--- config.mk ---
export PLATFORM = sky130hd
export DESIGN_NAME = time_of_day_clock_display_top
export DESIGN_NICKNAME = d
export VERILOG_FILES = /design/src/design/tdc_pkg.sv /design/src/design/time_of_day_clock_display_top.sv /design/src/design/tdc_front.sv /design/src/design/tdc_queue.sv /design/src/design/tdc_back.sv
export SDC_FILE = /design/constraint.sdc
export NUM_CORES = 1
export LEC_CHECK = 0
export BUFFER_PORTS_ARGS = -buffer_cell sky130_fd_sc_hd__buf_2
export CAP_MARGIN = 0
export CORE_MARGIN = 4
export CORE_UTILIZATION = 52
export DETAILED_ROUTE_END_ITERATION = 8
export GPL_ROUTABILITY_DRIVEN = 1
export PLACE_DENSITY = 0.83
export SLEW_MARGIN = 20
export SYNTH_ARGS = -nofsm -noshare
export SYNTH_HDL_FRONTEND = slang
export SYNTH_SLANG_ARGS = --single-unit
--- constraint.sdc ---
create_clock -name clock -period 3.44 [get_ports clock]
set_clock_uncertainty 0.15 [all_clocks]
set_input_delay 0.86 -clock clock [delete_from_list [all_inputs] [get_ports clock]]
set_output_delay 0.86 -clock clock [all_outputs]
set_load 0.01 [all_outputs]
--- src/design/tdc_pkg.sv ---
package tdc_pkg;

   localparam int SeqLen = 28;
   localparam logic [4:0] LastIdx = 5'(SeqLen - 1);
   localparam logic [7:0] EscChar = 8'd27;
   localparam logic [7:0] SpaceChar = 8'h20;

   typedef enum logic [1:0] {
      FUNC_SET  = 2'd0,
      FUNC_STOP = 2'd1,
      FUNC_TICK = 2'd2
   } func_type;

   // One job for the back end: a display of the time as BCD digits, or a clear.
   typedef struct packed {
      logic       disp;
      logic [1:0] ht;
      logic [3:0] ho;
      logic [2:0] mt;
      logic [3:0] mo;
      logic [2:0] st;
      logic [3:0] so;
   } job_type;

   function automatic logic [7:0] ascii_digit(input logic [3:0] d);
      return {4'h3, d};
   endfunction

   function automatic logic [7:0] byte_of(input job_type j, input logic [4:0] i);
      logic [7:0] b;
      b = SpaceChar;
      case (i)
         5'd0, 5'd3, 5'd24: b = EscChar;
         5'd1, 5'd4, 5'd25: b = 8'h5B;
         5'd2:  b = 8'h73;
         5'd5:  b = 8'h30;
         5'd6:  b = 8'h3B;
         5'd7, 5'd8: b = 8'h36;
         5'd9:  b = 8'h48;
         5'd26: b = 8'h75;
         5'd27: b = 8'h00;
         5'd10: b = j.disp ? 8'h54 : SpaceChar;
         5'd11: b = j.disp ? 8'h69 : SpaceChar;
         5'd12: b = j.disp ? 8'h6D : SpaceChar;
         5'd13: b = j.disp ? 8'h65 : SpaceChar;
         5'd14, 5'd18, 5'd21: b = j.disp ? 8'h3A : SpaceChar;
         5'd15: b = SpaceChar;
         5'd16: b = j.disp ? ascii_digit({2'b00, j.ht}) : SpaceChar;
         5'd17: b = j.disp ? ascii_digit(j.ho) : SpaceChar;
         5'd19: b = j.disp ? ascii_digit({1'b0, j.mt}) : SpaceChar;
         5'd20: b = j.disp ? ascii_digit(j.mo) : SpaceChar;
         5'd22: b = j.disp ? ascii_digit({1'b0, j.st}) : SpaceChar;
         5'd23: b = j.disp ? ascii_digit(j.so) : SpaceChar;
         default: b = SpaceChar;
      endcase
      return b;
   endfunction

endpackage

--- src/design/time_of_day_clock_display_top.sv ---
// Path: with the output side idle, an accepted displaying item is written into the job queue,
// and the back end then registers its first beat in its output register before it is offered.
// Throughput: one byte per cycle while rsp_stall is low; each display or clear item sends 28
// beats, so the output serializer sets the sustained rate of display and clear items.
// A two-entry job queue lets items that send nothing pass at one per cycle while it has room.
// Reset (synchronous, active high) stops the clock, zeroes the time, empties the queue.
module time_of_day_clock_display_top
   import tdc_pkg::*;
(
   input  logic       clock,
   input  logic       reset,
   input  logic       req_valid,
   output logic       req_stall,
   input  logic [1:0] req_func,
   input  logic [7:0] req_hour_tens_char,
   input  logic [7:0] req_hour_ones_char,
   input  logic [7:0] req_first_sep_char,
   input  logic [7:0] req_min_tens_char,
   input  logic [7:0] req_min_ones_char,
   input  logic [7:0] req_second_sep_char,
   input  logic [7:0] req_sec_tens_char,
   input  logic [7:0] req_sec_ones_char,
   input  logic       req_string_ended,
   output logic       rsp_valid,
   input  logic       rsp_stall,
   output logic [7:0] rsp_out_byte,
   output logic [0:0] rsp_last_byte
);

   logic    q_full, q_not_empty, push, pop;
   job_type push_job, q_head;

   tdc_front u_front (
      .clock               (clock),
      .reset               (reset),
      .req_valid           (req_valid),
      .req_stall           (req_stall),
      .req_func            (req_func),
      .req_hour_tens_char  (req_hour_tens_char),
      .req_hour_ones_char  (req_hour_ones_char),
      .req_first_sep_char  (req_first_sep_char),
      .req_min_tens_char   (req_min_tens_char),
      .req_min_ones_char   (req_min_ones_char),
      .req_second_sep_char (req_second_sep_char),
      .req_sec_tens_char   (req_sec_tens_char),
      .req_sec_ones_char   (req_sec_ones_char),
      .req_string_ended    (req_string_ended),
      .q_full              (q_full),
      .push                (push),
      .push_job            (push_job)
   );

   tdc_queue u_queue (
      .clock     (clock),
      .reset     (reset),
      .push      (push),
      .push_job  (push_job),
      .full      (q_full),
      .pop       (pop),
      .not_empty (q_not_empty),
      .head      (q_head)
   );

   tdc_back u_back (
      .clock         (clock),
      .reset         (reset),
      .q_not_empty   (q_not_empty),
      .q_head        (q_head),
      .pop           (pop),
      .rsp_valid     (rsp_valid),
      .rsp_stall     (rsp_stall),
      .rsp_out_byte  (rsp_out_byte),
      .rsp_last_byte (rsp_last_byte)
   );

endmodule

--- src/design/tdc_front.sv ---
module tdc_front
   import tdc_pkg::*;
(
   input  logic       clock,
   input  logic       reset,
   input  logic       req_valid,
   output logic       req_stall,
   input  logic [1:0] req_func,
   input  logic [7:0] req_hour_tens_char,
   input  logic [7:0] req_hour_ones_char,
   input  logic [7:0] req_first_sep_char,
   input  logic [7:0] req_min_tens_char,
   input  logic [7:0] req_min_ones_char,
   input  logic [7:0] req_second_sep_char,
   input  logic [7:0] req_sec_tens_char,
   input  logic [7:0] req_sec_ones_char,
   input  logic       req_string_ended,
   input  logic       q_full,
   output logic       push,
   output job_type    push_job
);

   logic    running_ff, running_in;
   job_type time_ff, time_in;
   job_type set_time, tick_time;
   logic    set_ok, accept;

   function automatic logic is_digit(input logic [7:0] c);
      return (c >= 8'h30) && (c <= 8'h39);
   endfunction

   assign req_stall = q_full;
   assign accept    = req_valid && !q_full;

   always_comb begin
      set_time      = '0;
      set_time.disp = 1'b1;
      set_time.ht   = req_hour_tens_char[1:0];
      set_time.ho   = req_hour_ones_char[3:0];
      set_time.mt   = req_min_tens_char[2:0];
      set_time.mo   = req_min_ones_char[3:0];
      set_time.st   = req_sec_tens_char[2:0];
      set_time.so   = req_sec_ones_char[3:0];
      set_ok = (req_first_sep_char == 8'h3A) && (req_second_sep_char == 8'h3A) &&
               req_string_ended &&
               is_digit(req_hour_tens_char) && is_digit(req_hour_ones_char) &&
               is_digit(req_min_tens_char) && is_digit(req_min_ones_char) &&
               is_digit(req_sec_tens_char) && is_digit(req_sec_ones_char) &&
               ((req_hour_tens_char[3:0] <= 4'd1) ||
                (req_hour_tens_char[3:0] == 4'd2 && req_hour_ones_char[3:0] <= 4'd3)) &&
               (req_min_tens_char[3:0] <= 4'd5) && (req_sec_tens_char[3:0] <= 4'd5);
   end

   // BCD advance by one second, wrap at end of day
   always_comb begin
      tick_time      = time_ff;
      tick_time.disp = 1'b1;
      if (time_ff.so != 4'd9) begin
         tick_time.so = time_ff.so + 4'd1;
      end else begin
         tick_time.so = 4'd0;
         if (time_ff.st != 3'd5) begin
            tick_time.st = time_ff.st + 3'd1;
         end else begin
            tick_time.st = 3'd0;
            if (time_ff.mo != 4'd9) begin
               tick_time.mo = time_ff.mo + 4'd1;
            end else begin
               tick_time.mo = 4'd0;
               if (time_ff.mt != 3'd5) begin
                  tick_time.mt = time_ff.mt + 3'd1;
               end else begin
                  tick_time.mt = 3'd0;
                  if (time_ff.ht == 2'd2 && time_ff.ho == 4'd3) begin
                     tick_time.ht = 2'd0;
                     tick_time.ho = 4'd0;
                  end else if (time_ff.ho == 4'd9) begin
                     tick_time.ho = 4'd0;
                     tick_time.ht = time_ff.ht + 2'd1;
                  end else begin
                     tick_time.ho = time_ff.ho + 4'd1;
                  end
               end
            end
         end
      end
   end

   always_comb begin
      running_in = running_ff;
      time_in    = time_ff;
      push       = 1'b0;
      push_job   = '0;
      if (accept) begin
         case (func_type'(req_func))
            FUNC_SET: begin
               if (set_ok) begin
                  time_in    = set_time;
                  running_in = 1'b1;
                  push       = 1'b1;
                  push_job   = set_time;
               end else if (running_ff) begin
                  running_in = 1'b0;
                  push       = 1'b1;
               end
            end
            FUNC_STOP: begin
               running_in = 1'b0;
               push       = 1'b1;
            end
            FUNC_TICK: begin
               if (running_ff) begin
                  time_in  = tick_time;
                  push     = 1'b1;
                  push_job = tick_time;
               end
            end
            default: begin
               push = 1'b0;
            end
         endcase
      end
   end

   always_ff @(posedge clock) begin
      if (reset) begin
         running_ff <= 1'b0;
         time_ff    <= '0;
      end else begin
         running_ff <= running_in;
         time_ff    <= time_in;
      end
   end

endmodule

--- src/design/tdc_queue.sv ---
module tdc_queue
   import tdc_pkg::*;
(
   input  logic    clock,
   input  logic    reset,
   input  logic    push,
   input  job_type push_job,
   output logic    full,
   input  logic    pop,
   output logic    not_empty,
   output job_type head
);

   job_type    slot_ff [2];
   logic       wr_ff, wr_in;
   logic       rd_ff, rd_in;
   logic [1:0] count_ff, count_in;

   assign full      = (count_ff == 2'd2);
   assign not_empty = (count_ff != 2'd0);
   assign head      = slot_ff[rd_ff];

   always_comb begin
      wr_in    = wr_ff ^ push;
      rd_in    = rd_ff ^ pop;
      count_in = count_ff + {1'b0, push} - {1'b0, pop};
   end

   always_ff @(posedge clock) begin
      if (push) begin
         slot_ff[wr_ff] <= push_job;
      end
   end

   always_ff @(posedge clock) begin
      if (reset) begin
         wr_ff    <= 1'b0;
         rd_ff    <= 1'b0;
         count_ff <= 2'd0;
      end else begin
         wr_ff    <= wr_in;
         rd_ff    <= rd_in;
         count_ff <= count_in;
      end
   end

endmodule

--- src/design/tdc_back.sv ---
module tdc_back
   import tdc_pkg::*;
(
   input  logic       clock,
   input  logic       reset,
   input  logic       q_not_empty,
   input  job_type    q_head,
   output logic       pop,
   output logic       rsp_valid,
   input  logic       rsp_stall,
   output logic [7:0] rsp_out_byte,
   output logic [0:0] rsp_last_byte
);

   logic       busy_ff, busy_in;
   logic [4:0] idx_ff, idx_in;
   job_type    job_ff, job_in;
   logic       valid_ff, valid_in;
   logic [7:0] byte_ff, byte_in;
   logic       last_ff, last_in;
   logic       advance;
   job_type    sel_job;
   logic [4:0] sel_idx;

   assign advance = !valid_ff || !rsp_stall;
   assign pop     = advance && !busy_ff && q_not_empty;
   assign sel_job = busy_ff ? job_ff : q_head;
   assign sel_idx = busy_ff ? idx_ff : 5'd0;

   always_comb begin
      busy_in  = busy_ff;
      idx_in   = idx_ff;
      job_in   = job_ff;
      valid_in = valid_ff;
      byte_in  = byte_ff;
      last_in  = last_ff;
      if (advance) begin
         if (busy_ff || q_not_empty) begin
            // emit next beat of the current sequence, or the first of a new one
            job_in   = sel_job;
            valid_in = 1'b1;
            byte_in  = byte_of(sel_job, sel_idx);
            last_in  = (sel_idx == LastIdx);
            idx_in   = sel_idx + 5'd1;
            busy_in  = (sel_idx != LastIdx);
         end else begin
            valid_in = 1'b0;
         end
      end
   end

   always_ff @(posedge clock) begin
      job_ff  <= job_in;
      byte_ff <= byte_in;
      last_ff <= last_in;
      idx_ff  <= idx_in;
   end

   always_ff @(posedge clock) begin
      if (reset) begin
         busy_ff  <= 1'b0;
         valid_ff <= 1'b0;
      end else begin
         busy_ff  <= busy_in;
         valid_ff <= valid_in;
      end
   end

   assign rsp_valid     = valid_ff;
   assign rsp_out_byte  = byte_ff;
   assign rsp_last_byte = last_ff;

endmodule

; Yosys cells after proc, flatten, opt, wreduce, memory -nomap -nowiden
; Memories as Yosys holds them, arrays and structs flattened. A register that Yosys moved wholly into a read port is not among the register bits.
; Index checks and enable logic that the tools add are counted.
[word_totals]
register_bits = 62
ram_bits = 42
in_bits = 71
output_inout_bits = 11
word_cells = 175
n_memories = 1
[classes]
n_addsub = 9
magnitude_cmp = 16
n_eq_ne = 42
n_mux = 42
n_bitwise = 2
reduce_logical = 41
[mem_list]
columns = name, words, word_bits, read_ports, rd_ports_with_merged_regs, write_ports, line_no
row1 = u_queue.slot_ff, 2, 21, 1, 1, 1, tdc_queue.sv:14  ; job_type slot_ff [2];
[op_table]
columns = operator, count
row1 = $pmux 8 s20, 1
row2 = $mux 21, 4
row3 = $eq 5x5->1 const B, 12
row4 = $ge 8x6->1 const B, 6
row5 = $le 8x6->1 const B, 6
row6 = $pmux 21 s2, 1
row7 = $mux 20, 2
row8 = $mux 5, 8
row9 = $pmux 20 s2, 1
row10 = $eq 5x4->1 const B, 7
row11 = $mux 7, 4
row12 = $logic_and 1x1->1, 22
row13 = $eq 5x3->1 const B, 4
row14 = $eq 8x6->1 const B, 2
row15 = $mux 16, 1
row16 = $mux 13, 1
row17 = $add 4x1->4 const B, 3
row18 = $mux 4, 3
row19 = $mux 6, 2
row20 = $eq 5x2->1 const B, 2
row21 = $mux 9, 1
row22 = $reduce_or 3->1, 3
row23 = $eq 4x2->1 const B, 2
row24 = $le 4x3->1 const B, 2
row25 = 29 further kinds, 52

; Logic depth before layout (Yosys ltp)
[logic_depth]
word_depth = 17
ltp_mapped = 13

; Cells and area by module
; Synthesis repeated with hierarchy kept, for this count alone.
[hier_totals]
hier_cells = 515
area_unflattened_um2 = 5804.3
[by_module_without_submodules]
columns = module, n_inst, cells_each, area_each_um2, seq_area_each_um2
row1 = tdc_back, 1, 190, 2132.0, 1061.0
row2 = tdc_front, 1, 241, 1949.4, 420.4
row3 = tdc_queue, 1, 84, 1722.9, 1341.3

; Worst setup path before layout
; OpenSTA, ideal clock, no wires.
[synth_timing]
path_type = register -> register
start = register u_back.busy_ff
end = register u_back.idx_ff[0], enable pin
setup_time_ns = 0.438
arrival_time_ns = 2.927
required_time_ns = 2.852
setup_slack_ns = -0.075
stages_incl_launch_ff = 6
n_path_buf = 3
period_less_slack_ns = 3.515
path_cell_list = dfxtp_1 -> clkbuf_1 -> clkbuf_1 -> clkbuf_1 -> nor3_1 -> a21oi_1
[synth_via]
elab_chain_len = 2
[synth_lines]
columns = item, line_no
row1 = from (decl), tdc_back.sv:15  ; logic busy_ff, busy_in;
row2 = from (signal assigned), tdc_back.sv:64  ; busy_ff <= busy_in;
row3 = $logic_or 1x1->1, tdc_back.sv:38  ; if (busy_ff || q_not_empty) begin
row4 = $reduce_and 2->1 (no line), -
row5 = to (signal assigned), tdc_back.sv:56  ; idx_ff <= idx_in;
row6 = to (decl), tdc_back.sv:16  ; logic [4:0] idx_ff, idx_in;
; No other way between the ends.
; A chain may end at the register's enable or synchronous reset.

; Final worst setup path
[layout_timing]
start = input port req_hour_ones_char[2]
end = register u_queue.count_ff[1]
[layout_via]
elab_chain_len = 15
[layout_lines]
columns = item, line_no
row1 = from (decl), time_of_day_clock_display_top.sv:16  ; input logic [7:0] req_hour_ones_char,
row2 = $ge 8x6->1 or $le 8x6->1 (tied branches), tdc_front.sv:29  ; return (c >= 8'h30) && (c <= 8'h39);
row3 = $logic_and 1x1->1, tdc_front.sv:29
row4 = $logic_and 1x1->1 (2 in a row), tdc_front.sv:46  ; is_digit(req_hour_tens_char) && is_digit(req_hour_ones_char) &&
row5 = $logic_and 1x1->1 (2 in a row), tdc_front.sv:47  ; is_digit(req_min_tens_char) && is_digit(req_min_ones_char) &&
row6 = $logic_and 1x1->1, tdc_front.sv:48  ; is_digit(req_sec_tens_char) && is_digit(req_sec_ones_char) &&
row7 = $logic_and 1x1->1 (*), tdc_front.sv:48
row8 = $logic_and 1x1->1 (*), tdc_front.sv:50  ; (req_hour_tens_char[3:0] == 4'd2 && req_hour_ones_char[3:0] <= 4'd3)) &&
row9 = $logic_and 1x1->1 (*), tdc_front.sv:51  ; (req_min_tens_char[3:0] <= 4'd5) && (req_sec_tens_char[3:0] <= 4'd5);
row10 = $mux 1 (*), tdc_front.sv:97  ; if (set_ok) begin
row11 = $pmux 1 s3 (*), tdc_front.sv:95  ; case (func_type'(req_func))
row12 = $mux 1 (*), tdc_front.sv:94  ; if (accept) begin
row13 = $add 2x1->2 (*), tdc_queue.sv:26  ; count_in = count_ff + {1'b0, push} - {1'b0, pop};
row14 = $sub 2x1->2 (*), tdc_queue.sv:26
row15 = to (signal assigned), tdc_queue.sv:43  ; count_ff <= count_in;
row16 = to (decl), tdc_queue.sv:17  ; logic [1:0] count_ff, count_in;
; Mark *: on every way between the ends. The rest lies on a longest branch, timed or not.

==> results.py <==
metrics = {
    "critical_path": {
        "worstPathArrival_ns": 3.11,
        "crit_fanout": 4,
        "required_ns": 3.51,
        "cp-start-kind": "input port",
        "critPathKind": "in2reg",
        "endpoint_kind": "register",
    },
    "die": {
        "core-area_um2": 10400,
        "boundaryPins": 82,
        "dieArea_um2": 12500,
        "initial_core_util_pct": 53.8,
        "die_w_um": 112,
        "fp-row-count": 37,
        "die_y_um": 112,
    },
    "route": {
        "drt-initial-drc-count": 357,
        "vias_per_cell": 5.90,
        "ant_nets": 0,
        "vias": 4564,
        "wirelength_mm": 12.8,
        "dr.pass1.iters": 5,
        "drcViolationCount": 0,
        "routedWlPerCell_um": 16.6,
    },
    "timing": {
        "rsz0062_at_grt": "false",
        "worstMarginPinSlew_ns": 0.594,
        "slew_headroom_pct": 59.8,
        "fin_tns_setup_ns": 0,
        "fin_crit_sh_pct": 88.4,
        "hold_violations": 0,
        "finalMaxSlewViolations": 0,
        "min_period_ns": 3.04,
        "finalSetupViolations": 0,
        "fmax_mhz": 329,
        "worst_slack_ns": 0.400,
    },
    "global_route": {
        "grt_pass1_vias": 4503,
        "grt_remaining_overflow": 0,
        "grt_pass1_wl_mm": 21.2,
        "grt_use_total_pct": 20.6,
        "grt_max_degree": 64,
        "antenna_found_initial": 0,
    },
    "power_and_ir_drop": {
        "p_leak_nw": 2.42,
        "ir_drop_uv": 415,
        "p_total_mw": 3.94,
        "power_density_nw_per_um2": 619,
    },
    "final_layout": {
        "layout-drive-gt1-share_pct": 19.5,
        "regArea_um2": 2820,
        "n_fill_cell": 875,
        "multi_input_area_um2": 2540,
        "antennaDiodeCount": 0,
        "layout_common_cells": "84 x nand2_1, 80 x buf_2, 76 x edfxtp_1, 45 x o21ai_0, 34 x nor2_1",
        "final_cell_area_um2": 6380,
        "layout.nets": 714,
        "final_common_cell": "nand2_1",
        "utilization_pct": 61.5,
        "syn2layout_area_growth_pct": 14.3,
    },
    "worst_hold_path": {
        "hold_class": "reg2reg",
    },
    "synthesis": {
        "synth_edf_count": 76,
        "ys_seq_area_share_pct": 50.6,
        "syn-num-nets": 639,
        "yosysWarnings": 0,
        "async_reset_ff_share_pct": 0,
        "syn_area_um2": 5580,
        "synth-seq-cells": 103,
        "synthDistinctLibCells": 65,
        "netlist_instances": 557,
        "avgSynthCellArea_um2": 10.0,
        "synth-main-ff-cell": "edfxtp_1",
    },
    "clocking": {
        "htree_levels": 3,
        "clk_pin_slew_ns": 0.12,
        "worstSkewPairLatency_ns": 0.37,
        "postCtsHoldBufs": 0,
        "numCtsBuffers": 9,
        "cts_buffer_depth": 2,
        "cts-resized-gates": 0,
        "cts_tree": "yes",
        "post-cts-setup-buffers": 0,
        "clkSinkCount": 103,
        "cts_root_buffer": "clkbuf_8",
    },
    "placement": {
        "dpl.hpwl_mm": 9.64,
        "portBuffers": 80,
        "dpl_cell_area_um2": 6160,
        "gp_congestion": 0.884,
        "pre_cts_ws_ns": -0.00747,
    },
    "status": {
        "outcome": "finished clean",
    },
    "job": {
        "drv_cap": 0,
    },
}
==> state kept, by name, summed over array words and instances, names as in the netlist, 2 cells and up <==
register	flops
u_queue.count_ff	2
u_back.idx_ff	5
u_queue.slot_ff	42
u_front.time_ff	20
u_back.job_ff	21
u_back.rsp_out_byte	7
==> per-stage QoR <==
stage               cells  hold WS, ns
global placement      757        0.296
floorplan             557        0.286
detailed placement    757        0.301
CTS                   773        0.318
finish                773        0.321
global route          773        0.359
==> critical path, cell delays in order <==
cell and delay, ns:
buf_2 0.12, o31ai_1 0.35, nand3_1 0.11, or4b_1 0.58, nor2_1 0.17, nor2_1 0.05, o21ai_0 0.18, buf_4 0.16
ha_1 0.16, xor2_1 0.18, xnor2_1 0.14, nor2_1 0.06
==> cells by family (layout without fill, tap and decap cells) <==
logic type,count (synthesis),after routing,synth area share [%]
AND/OR/NAND/NOR,219,219,20.5
AO/OA/AOI/OAI,133,133,15.7
flip-flops,103,103,50.6
buffers and inverters,52,132,4.04
multiplexers,28,28,5.05
adder cells (fa/ha/maj),11,11,2.47
XOR/XNOR,10,10,1.57
other,1,1,0.0672
==> area by class of cell <==
cell class                 instances  share of cell area, %
sequential                       103                   44.3
tap                              136                   2.67
clock buffer                      10                   2.16
inverter                          19                   1.12
multi-input combinational        402                   39.9
timing repair buffer              97                   8.67
clock inverter                     6                   1.24
==> power breakdown <==
| group | total, mW | switching, mW | internal, mW |
|---|---|---|---|
| sequential | 1.89 | 0.161 | 1.73 |
| combinational | 1.24 | 0.789 | 0.452 |
| clock | 0.812 | 0.437 | 0.375 |
| total | 3.94 | 1.39 | 2.56 |
==> per-layer routing <==
layer	GRT usage (%)	up-vias	wire length, µm
li1	-	2217	-
met1	27.5	2151	5500
met2	35.1	179	6390
met3	3.75	17	799
met4	4.70	0	136
met5	0	-	0
==> cells in the mapped netlist (all sizes together), types with 3 or more instances <==
cell / n / share of area, %
nand2: 84 / 5.7
edfxtp: 76 / 41
o21ai: 45 / 4.0
nor2: 34 / 2.3
dfxtp: 27 / 9.7
mux2i: 27 / 4.8
clkbuf: 25 / 1.7
inv: 19 / 1.3
a21oi: 18 / 1.6
nand3: 17 / 1.5
a21o: 11 / 1.5
ha: 11 / 2.5
nor2b: 11 / 1.2
or3: 10 / 1.1
a221oi: 9 / 1.6
a22oi: 8 / 1.1
a31oi: 8 / 0.90
buf: 8 / 1.1
nand4: 8 / 0.90
xnor2: 8 / 1.3
and2: 7 / 0.79
nor3: 7 / 0.72
o31ai: 7 / 0.94
a22o: 6 / 0.94
nand2b: 5 / 0.56
and3: 4 / 0.45
nand3b: 4 / 0.54
nand4b: 4 / 0.63
o211ai: 4 / 0.54
and4b: 3 / 0.54
nand4bb: 3 / 0.61
nor3b: 3 / 0.40
nor4: 3 / 0.45
or4b: 3 / 0.54
==> path summary, 6_finish.rpt <==
path                                    startpoint                               end  slack (ns)  depth (start not counted)
hold reg to reg   u_front.time_ff[18]$_SDFFE_PP0P_  u_front.time_ff[18]$_SDFFE_PP0P_        0.32                          2
setup / recovery             req_hour_ones_char[2]    u_queue.count_ff[1]$_SDFF_PP0_        0.40                         12
hold / removal    u_front.time_ff[18]$_SDFFE_PP0P_  u_front.time_ff[18]$_SDFFE_PP0P_        0.32                          2
setup reg to reg   u_front.time_ff[0]$_SDFFE_PP0P_  u_queue.slot_ff[1][19]$_DFFE_PP_        0.54                          6
Power figures use the tool's default switching activity.
